`config.mk`:
```
export PLATFORM = sky130hd
export DESIGN_NAME = dds_waveform_generator_top
export DESIGN_NICKNAME = d
export VERILOG_FILES = /design/src/rtl/core/dds_pkg.sv /design/src/rtl/core/dds_waveform_generator_top.sv
export SDC_FILE = /design/constraint.sdc
export NUM_CORES = 2
export LEC_CHECK = 0
export ABC_AREA = 1
export BUFFER_PORTS_ARGS = -buffer_cell sky130_fd_sc_hd__buf_2
export CAP_MARGIN = 20
export CELL_PAD_IN_SITES_DETAIL_PLACEMENT = 0
export CELL_PAD_IN_SITES_GLOBAL_PLACEMENT = 1
export CORE_ASPECT_RATIO = 0.6
export CORE_MARGIN = 2
export CORE_UTILIZATION = 51
export CTS_CLUSTER_SIZE = 16
export DETAILED_ROUTE_END_ITERATION = 8
export PLACE_DENSITY = 0.92
export SLEW_MARGIN = 20
export SYNTH_ARGS = -nofsm -noshare
export SYNTH_HDL_FRONTEND = slang
export SYNTH_SLANG_ARGS = --single-unit
```
`constraint.sdc`:
```
create_clock -name clk -period 9 [get_ports clk]
set_input_delay 1.35 -clock clk [delete_from_list [all_inputs] [get_ports clk]]
set_output_delay 1.35 -clock clk [all_outputs]
set_load 0.1 [all_outputs]
```
`src/rtl/core/dds_pkg.sv`:
```
// ----------------------------------------------------------------------------
// dds_pkg
// Shared types, register map, shape codes and sine polynomial coefficients
// for the direct digital synthesis waveform generator.
// ----------------------------------------------------------------------------
package dds_pkg;

	localparam int DEF_PHASE_BITS      = 32;
	localparam int DEF_SINE_TABLE_BITS = 10;
	localparam int DEF_DAC_BITS        = 8;

	localparam int CFG_DATA_W  = 32;
	localparam int CFG_INDEX_W = 3;

	// register indexes
	localparam logic [CFG_INDEX_W-1:0] REG_WAVE_SHAPE   = 3'd0;
	localparam logic [CFG_INDEX_W-1:0] REG_PHASE_STEP   = 3'd1;
	localparam logic [CFG_INDEX_W-1:0] REG_DUTY_PERCENT = 3'd2;
	localparam logic [CFG_INDEX_W-1:0] REG_AMPLITUDE    = 3'd3;
	localparam logic [CFG_INDEX_W-1:0] REG_DC_OFFSET    = 3'd4;
	localparam logic [CFG_INDEX_W-1:0] REG_START_PHASE  = 3'd5;

	// wave shapes
	localparam logic [2:0] SHAPE_SINE     = 3'd0;
	localparam logic [2:0] SHAPE_SQUARE   = 3'd1;
	localparam logic [2:0] SHAPE_TRIANGLE = 3'd2;
	localparam logic [2:0] SHAPE_SAWTOOTH = 3'd3;
	localparam logic [2:0] SHAPE_NOISE    = 3'd4;
	localparam logic [2:0] SHAPE_PULSE    = 3'd5;

	localparam logic [6:0]  DUTY_RESET = 7'd50;
	localparam logic [6:0]  DUTY_MAX   = 7'd100;
	localparam logic [15:0] AMP_RESET  = 16'd4096;

	// counter value of the last horner subtract step after the seed coefficient
	localparam logic [2:0] HORNER_LAST = 3'd4;

	typedef enum logic [10:0] {
		ST_IDLE  = 11'b000_0000_0001,
		ST_PREP  = 11'b000_0000_0010,
		ST_SQ    = 11'b000_0000_0100,
		ST_X2    = 11'b000_0000_1000,
		ST_HMUL  = 11'b000_0001_0000,
		ST_HSUB  = 11'b000_0010_0000,
		ST_MAG   = 11'b000_0100_0000,
		ST_RND   = 11'b000_1000_0000,
		ST_SCALE = 11'b001_0000_0000,
		ST_LVL   = 11'b010_0000_0000,
		ST_EMIT  = 11'b100_0000_0000
	} dds_state_t;

	// q30 odd polynomial for sin(pi/2*x), highest order first
	function automatic logic [30:0] sin_coef(input logic [2:0] k);
		logic [30:0] c;
		case (k)
			3'd0:    c = 31'd3864;
			3'd1:    c = 31'd172272;
			3'd2:    c = 31'd5026994;
			3'd3:    c = 31'd85569306;
			3'd4:    c = 31'd693598670;
			3'd5:    c = 31'd1686629713;
			default: c = 31'd0;
		endcase
		return c;
	endfunction

endpackage

```
`src/rtl/core/dds_waveform_generator_top.sv`:
```
// ----------------------------------------------------------------------------
// dds_waveform_generator_top
// Phase accumulator waveform generator with gain, offset and saturating
// converter code output.
// ----------------------------------------------------------------------------
// Each accepted transaction is one sample tick. The block is busy until the
// result is loaded into the output register, and a sine tick keeps it busy
// longer than any other shape, because one 32x32 multiplier is reused for
// the sine polynomial (squaring, five horner steps, final product) and for
// the gain. The result sits in an output register, so a stalled result does
// not hold up the next tick's work, only its delivery. Configuration writes
// take effect at once and are meant for idle periods.
module dds_waveform_generator_top
	import dds_pkg::*;
#(
	parameter int PHASE_BITS      = DEF_PHASE_BITS,
	parameter int SINE_TABLE_BITS = DEF_SINE_TABLE_BITS,
	parameter int DAC_BITS        = DEF_DAC_BITS
) (
	input  logic                   clk,
	input  logic                   arst_n,
	input  logic                   cfg_write,
	input  logic [CFG_INDEX_W-1:0] cfg_index,
	input  logic [CFG_DATA_W-1:0]  cfg_data,
	input  logic                   in_valid,
	output logic                   in_stall,
	input  logic                   restart,
	input  logic [15:0]            noise_word,
	output logic                   out_valid,
	input  logic                   out_stall,
	output logic [DAC_BITS-1:0]    dac_code,
	output logic signed [15:0]     raw_sample
);

	localparam int QB     = SINE_TABLE_BITS - 2;
	localparam int WIDE_W = 33 + DAC_BITS;
	localparam logic [DAC_BITS+3:0] DAC_MAX = (DAC_BITS+4)'((1 << DAC_BITS) - 1);

	// configuration registers
	logic [2:0]         shape_q;
	logic [31:0]        step_q;
	logic [6:0]         duty_q;
	logic [15:0]        amp_q;
	logic signed [15:0] offset_q;
	logic [31:0]        start_q;

	always_ff @(posedge clk or negedge arst_n) begin
		if (!arst_n) begin
			shape_q  <= SHAPE_SINE;
			step_q   <= '0;
			duty_q   <= DUTY_RESET;
			amp_q    <= AMP_RESET;
			offset_q <= '0;
			start_q  <= '0;
		end else if (cfg_write) begin
			unique case (cfg_index)
				REG_WAVE_SHAPE:   shape_q  <= cfg_data[2:0];
				REG_PHASE_STEP:   step_q   <= cfg_data;
				REG_DUTY_PERCENT: duty_q   <= cfg_data[6:0];
				REG_AMPLITUDE:    amp_q    <= cfg_data[15:0];
				REG_DC_OFFSET:    offset_q <= signed'(cfg_data[15:0]);
				REG_START_PHASE:  start_q  <= cfg_data;
				default: ;
			endcase
		end
	end

	// align a 32-bit cycle fraction to the accumulator width
	function automatic logic [PHASE_BITS-1:0] align_phase(input logic [31:0] v);
		logic [PHASE_BITS+31:0] t;
		t = (PHASE_BITS+32)'(v);
		t = (t << PHASE_BITS) >> 32;
		return t[PHASE_BITS-1:0];
	endfunction

	dds_state_t state_q;
	logic [PHASE_BITS-1:0] phase_q;
	logic [15:0]           noise_q;
	logic [2:0]            cnt_q;
	logic [1:0]            quarter_q;
	logic [30:0]           x_q;
	logic [30:0]           x2_q;
	logic [30:0]           s_q;
	logic signed [16:0]    samp_q;
	logic signed [33:0]    level_q;
	logic [63:0]           prod_q;

	logic accept_in;
	assign in_stall  = (state_q != ST_IDLE);
	assign accept_in = in_valid && !in_stall;

	// shared multiplier
	logic [31:0] mul_a;
	logic [31:0] mul_b;
	logic [16:0] samp_abs;
	assign samp_abs = samp_q[16] ? 17'(-samp_q) : 17'(samp_q);

	always_comb begin
		mul_a = '0;
		mul_b = '0;
		unique case (state_q)
			ST_SQ: begin
				mul_a = 32'(x_q);
				mul_b = 32'(x_q);
			end
			ST_HMUL: begin
				mul_a = 32'(s_q);
				mul_b = 32'(x2_q);
			end
			ST_MAG: begin
				mul_a = 32'(s_q);
				mul_b = 32'(x_q);
			end
			ST_SCALE: begin
				mul_a = 32'(samp_abs);
				mul_b = 32'(amp_q);
			end
			default: ;
		endcase
	end

	// per-tick decode of the phase
	logic [15:0]                p16;
	logic [SINE_TABLE_BITS-1:0] sin_idx;
	logic [QB:0]                r_fold;
	logic [6:0]                 duty_eff;
	logic [PHASE_BITS+6:0]      phase_x100;
	logic [PHASE_BITS+6:0]      duty_thr;
	logic                       high_part;
	logic signed [17:0]         tri_val;
	logic signed [16:0]         shape_val;

	assign p16      = phase_q[PHASE_BITS-1 -: 16];
	assign sin_idx  = phase_q[PHASE_BITS-1 -: SINE_TABLE_BITS];
	assign r_fold   = sin_idx[QB] ? ((QB+1)'(1) << QB) - (QB+1)'(sin_idx[QB-1:0])
	                              : (QB+1)'(sin_idx[QB-1:0]);
	assign duty_eff = (duty_q > DUTY_MAX) ? DUTY_MAX : duty_q;

	// acc * 100 by shifts and adds
	assign phase_x100 = ((PHASE_BITS+7)'(phase_q) << 6) + ((PHASE_BITS+7)'(phase_q) << 5)
	                  + ((PHASE_BITS+7)'(phase_q) << 2);
	assign duty_thr   = (PHASE_BITS+7)'(duty_eff) << PHASE_BITS;
	assign high_part  = phase_x100 < duty_thr;

	assign tri_val = p16[15] ? 18'sd98304 - signed'({1'b0, p16, 1'b0})
	                         : signed'({1'b0, p16, 1'b0}) - 18'sd32768;

	always_comb begin
		case (shape_q)
			SHAPE_SQUARE:   shape_val = high_part ? 17'sd32768 : -17'sd32768;
			SHAPE_TRIANGLE: shape_val = tri_val[16:0];
			SHAPE_SAWTOOTH: shape_val = signed'({1'b0, p16}) - 17'sd32768;
			SHAPE_NOISE:    shape_val = signed'({1'b0, noise_q}) - 17'sd32768;
			SHAPE_PULSE:    shape_val = high_part ? 17'sd32768 : 17'sd0;
			default:        shape_val = 17'sd0;
		endcase
	end

	// sine rounding
	logic [34:0] mag_rnd;
	logic [19:0] mag_q15;
	logic [16:0] mag_sat;
	assign mag_rnd = 35'(prod_q[63:30]) + 35'd16384;
	assign mag_q15 = mag_rnd[34:15];
	assign mag_sat = (mag_q15 > 20'd32768) ? 17'd32768 : mag_q15[16:0];

	// converter code from level
	logic [WIDE_W-1:0]   lv_wide;
	logic [WIDE_W-1:0]   scaled;
	logic [DAC_BITS+3:0] code_raw;
	logic [DAC_BITS-1:0] code;
	assign lv_wide  = WIDE_W'(level_q[32:0]);
	assign scaled   = (lv_wide << DAC_BITS) - lv_wide;
	assign code_raw = scaled[WIDE_W-1:29];
	always_comb begin
		if (level_q[33] || level_q == '0)
			code = '0;
		else if (code_raw > DAC_MAX)
			code = DAC_MAX[DAC_BITS-1:0];
		else
			code = code_raw[DAC_BITS-1:0];
	end

	logic emit_ok;
	assign emit_ok = !out_valid || !out_stall;

	// result valid: set when a result is loaded, cleared once it is taken
	always_ff @(posedge clk or negedge arst_n) begin
		if (!arst_n)
			out_valid <= 1'b0;
		else if (state_q == ST_EMIT && emit_ok)
			out_valid <= 1'b1;
		else if (!out_stall)
			out_valid <= 1'b0;
	end

	always_ff @(posedge clk or negedge arst_n) begin
		if (!arst_n) begin
			state_q   <= ST_IDLE;
			phase_q   <= '0;
			cnt_q     <= '0;
		end else begin
			unique case (state_q)
				ST_IDLE: begin
					if (accept_in) begin
						if (restart)
							phase_q <= align_phase(start_q);
						state_q <= ST_PREP;
					end
				end
				ST_PREP: begin
					phase_q <= phase_q + align_phase(step_q);
					state_q <= (shape_q == SHAPE_SINE) ? ST_SQ : ST_SCALE;
				end
				ST_SQ:   state_q <= ST_X2;
				ST_X2: begin
					cnt_q   <= '0;
					state_q <= ST_HMUL;
				end
				ST_HMUL: state_q <= ST_HSUB;
				ST_HSUB: begin
					cnt_q   <= cnt_q + 3'd1;
					state_q <= (cnt_q == HORNER_LAST) ? ST_MAG : ST_HMUL;
				end
				ST_MAG:   state_q <= ST_RND;
				ST_RND:   state_q <= ST_SCALE;
				ST_SCALE: state_q <= ST_LVL;
				ST_LVL:   state_q <= ST_EMIT;
				ST_EMIT: begin
					if (emit_ok)
						state_q <= ST_IDLE;
				end
				default: state_q <= ST_IDLE;
			endcase
		end
	end

	// datapath registers
	always_ff @(posedge clk) begin
		prod_q <= 64'(mul_a) * 64'(mul_b);
		if (accept_in)
			noise_q <= noise_word;
		case (state_q)
			ST_PREP: begin
				quarter_q <= sin_idx[SINE_TABLE_BITS-1 -: 2];
				x_q       <= 31'(r_fold) << (30 - QB);
				samp_q    <= shape_val;
			end
			ST_X2: begin
				x2_q <= prod_q[60:30];
				s_q  <= sin_coef(3'd0);
			end
			ST_HSUB: s_q <= sin_coef(cnt_q + 3'd1) - prod_q[60:30];
			ST_RND:  samp_q <= quarter_q[1] ? -signed'(mag_sat) : signed'(mag_sat);
			ST_LVL: begin
				level_q <= (samp_q[16] ? -signed'(34'(prod_q[31:0]))
				                       : signed'(34'(prod_q[31:0])))
				         + (34'(offset_q) <<< 16) + 34'sd268435456;
			end
			ST_EMIT: begin
				if (emit_ok) begin
					dac_code   <= code;
					raw_sample <= (samp_q > 17'sd32767) ? 16'sd32767 : samp_q[15:0];
				end
			end
			default: ;
		endcase
	end

endmodule

```
==> impl_metrics.json <==
{
  "cp.arrival_ns": 9.33,
  "first_pass_iters": 6,
  "routabilityCongestion": 0.992,
  "cp-startpoint": "state_q[8]$_DFFE_PN0P_",
  "mostFrequentLayoutCell": "inv_1",
  "drtAntennaViolNets": 0,
  "grt_use_total_pct": 33.6,
  "hp-start": "prod_q[34]$_DFF_P_",
  "cts_root_buffer": "clkbuf_16",
  "cts_made_buffers": 36,
  "avgSynthCellArea_um2": 8.17,
  "ir_drop_uv": 170,
  "die_area_um2": 111000,
  "path_max_fanout": 19,
  "htreeDepth": 2,
  "worst_slack_ns": 0.125,
  "async_reset_ff_share_pct": 40.3,
  "drv_cap": 0,
  "clk_latency_ns": 0.59,
  "core_area_um2": 107000,
  "critPathBufInv": 12,
  "relSlewSlack_pct": 27.4,
  "grt.overflow.total": 0,
  "worstMarginPinSlew_ns": 1.07,
  "finalMaxSlewViolations": 0,
  "vias": 47300,
  "fin_nets": 8419,
  "totalPowerFinal_mw": 7.40,
  "cts_sinks": 380,
  "synth_nets": 8114,
  "syn_inst": 6741,
  "hpwl_um": 155000,
  "setup_viol": 0,
  "cp.depth": 33,
  "fin_skew_ns": 0.0300,
  "die_x_um": 428,
  "drive_gt1_share_pct": 11.7,
  "path_class": "reg2reg",
  "fmax_ghz": 0.113,
  "start_kind": "flop",
  "ios": 83,
  "outcome": "completed",
  "routed_via_density": 5.56,
  "mostFrequentLayoutCells": "inv_1 (1429), nand2_1 (1322), fa_1 (855)",
  "rsz0062_at_grt": "yes",
  "cpMostUsedCell": "fa_1",
  "grt_pass1_wl_um": 282000,
  "grt_pass1_vias": 45900,
  "synth_ff_type": "edfxtp_1",
  "reg2reg_depth": 33,
  "slowest_stage": "fa_1",
  "n_fill_cell": 9596,
  "cp.required_ns": 9.46,
  "clock_path_buffers": 3,
  "cts_tree": "built",
  "hold_path_class": "reg2reg",
  "port_buffers": 82,
  "powerDensity_nw_per_um2": 119,
  "clkTransAtPathRegs_ns": 0.07,
  "hold_viol_final": 0,
  "rows": 93,
  "period_minus_slack_ns": 8.87,
  "synth.distinct_cells": 67,
  "synth_seq_area_share_pct": 18.2,
  "routed_wl_um": 186000,
  "critical-path-max-stage-delay_ns": 0.56,
  "drt_iter0_drc": 5362,
  "synth-edff-count": 163,
  "cp-end-kind": "flop",
  "antenna_found_initial": 4,
  "pre_cts_slack_ns": -0.443,
  "period_share_pct": 98.6,
  "drc": 0,
  "rr_startpoint": "state_q[8]$_DFFE_PN0P_",
  "leakage_nw": 31.6,
  "hold_depth": 0,
  "initial_core_util_pct": 51.4,
  "yosysWarnings": 0,
  "post_drt_wl_per_cell_um": 21.9,
  "ys_ff_latch": 380,
  "dieHeight_um": 259,
  "grt_max_degree": 84,
  "area_growth_pct": 12.6,
  "syn-cell-area_um2": 55100,
  "path_delay_family": "adder cells"
}
-- final timing paths --
kind	to	slack (ns)
min in group asynchronous	step_q[13]$_DFFE_PN0P_	0.80
worst max register to register	prod_q[57]$_DFF_P_	0.13
max in group asynchronous	phase_q[30]$_DFFE_PN0P_	6.70
worst min register to register	x2_q[4]$_DFFE_PP_	0.45
worst max-delay path	prod_q[57]$_DFF_P_	0.13
worst min-delay path	x2_q[4]$_DFFE_PP_	0.45
-- through the flow --
stage | instance area (um2) | hold slack (ns) | TNS [ns] | cells | util, %
global route | 62000 | 0.451 | -1.16 | 8499 | 57.9
detailed placement | 59300 | 0.423 | -3.84 | 8386 | 55.3
CTS | 60600 | 0.446 | 0 | 8453 | 56.5
finish | 62000 | 0.449 | 0 | 8502 | 57.9
floorplan | 55100 | 0.403 | 0 | 6741 | -
global placement | 59300 | 0.418 | -2.09 | 8386 | 55.3
-- synth_stat cells, types with 5 or more instances --
library cell,count,area share [%]
inv_1,1454,9.9
nand2_1,1349,9.2
fa_1,871,32
nor2_1,682,4.6
ha_1,445,10
o21ai_0,315,2.9
a21oi_1,314,2.9
edfxtp_1,163,8.9
nand3_1,156,1.4
dfrtp_1,148,6.7
clkbuf_1,116,0.79
xor2_1,86,1.4
buf_2,71,0.65
dfxtp_1,64,2.3
xnor2_1,58,0.92
nor3_1,56,0.51
nand4_1,36,0.41
a31oi_1,31,0.35
a21o_1,26,0.35
inv_2,25,0.17
nor4_1,21,0.24
a22oi_1,19,0.26
nand2_2,19,0.22
o22ai_1,17,0.19
o21ai_1,16,0.15
o21a_1,15,0.20
o221ai_1,15,0.24
clkinv_1,12,0.082
o211ai_1,12,0.16
nor2_2,10,0.11
o21bai_1,10,0.14
a21boi_0,9,0.12
nand3b_1,8,0.11
nor2_4,8,0.16
buf_1,7,0.048
or2_2,7,0.079
a211oi_1,5,0.068
buf_4,5,0.068
dfstp_2,5,0.24
-- area by class of cell --
cell class / count / area [um2] / area share, %
Antenna cell: 3 / 7.51 / 0.0121
Tap cell: 1425 / 1780 / 2.87
Multi-Input combinational cell: 4668 / 39600 / 63.9
Timing Repair Buffer: 468 / 3730 / 6.02
Clock inverter: 12 / 108 / 0.174
Inverter: 1492 / 5670 / 9.14
Sequential cell: 380 / 10000 / 16.1
Clock buffer: 54 / 1060 / 1.71
-- power by group --
group,internal [mW],total [mW],switching (mW)
registers,2.06,2.40,0.339
logic,1.13,3.40,2.27
clock network,0.857,1.60,0.746
total,4.05,7.40,3.35
-- repair_timing --
item / in CTS / in global routing
endpoints found under the setup margin: 21 / 41
setup buffers: 1 / 44
gates cloned: 0 / 3
resized for setup: 29 / 257
endpoints found under the hold margin: 0 / 0
hold buffers: 0 / 0
pin swaps: 0 / 92
-- cells by family (layout without fill, tap and decap cells) --
logic type | after synthesis | count (layout) | share of synthesized area, %
AOI/OAI and AO/OA | 839 | 839 | 8.58
xor gates and xnor gates | 145 | 145 | 2.32
adders and majority gates | 1316 | 1316 | 41.8
buffers and inverters | 1694 | 2026 | 11.8
DFF | 380 | 380 | 18.2
other | 0 | 3 | 0
and+or+nand+nor | 2367 | 2368 | 17.4
-- metal layers --
layer  vias up  global-route usage [%]  share of wire, %
met2      2647                    43.9                38
li1      21200                       -                 -
met1     23200                    53.4                46
met4         2                    4.93               1.7
met3       204                    11.8                15
met5         -                       0            0.0070
-- flip-flops by register name, indices dropped and copies added, names as in the netlist, 11 cells and up --
signal / count
prod_q: 64
noise_q: 16
start_q: 32
state_q: 11
raw_sample: 16
level_q: 34
amp_q: 16
s_q: 31
step_q: 32
samp_q: 17
offset_q: 16
phase_q: 32
x2_q: 31
No activity file was read; power rests on OpenSTA's default activity.
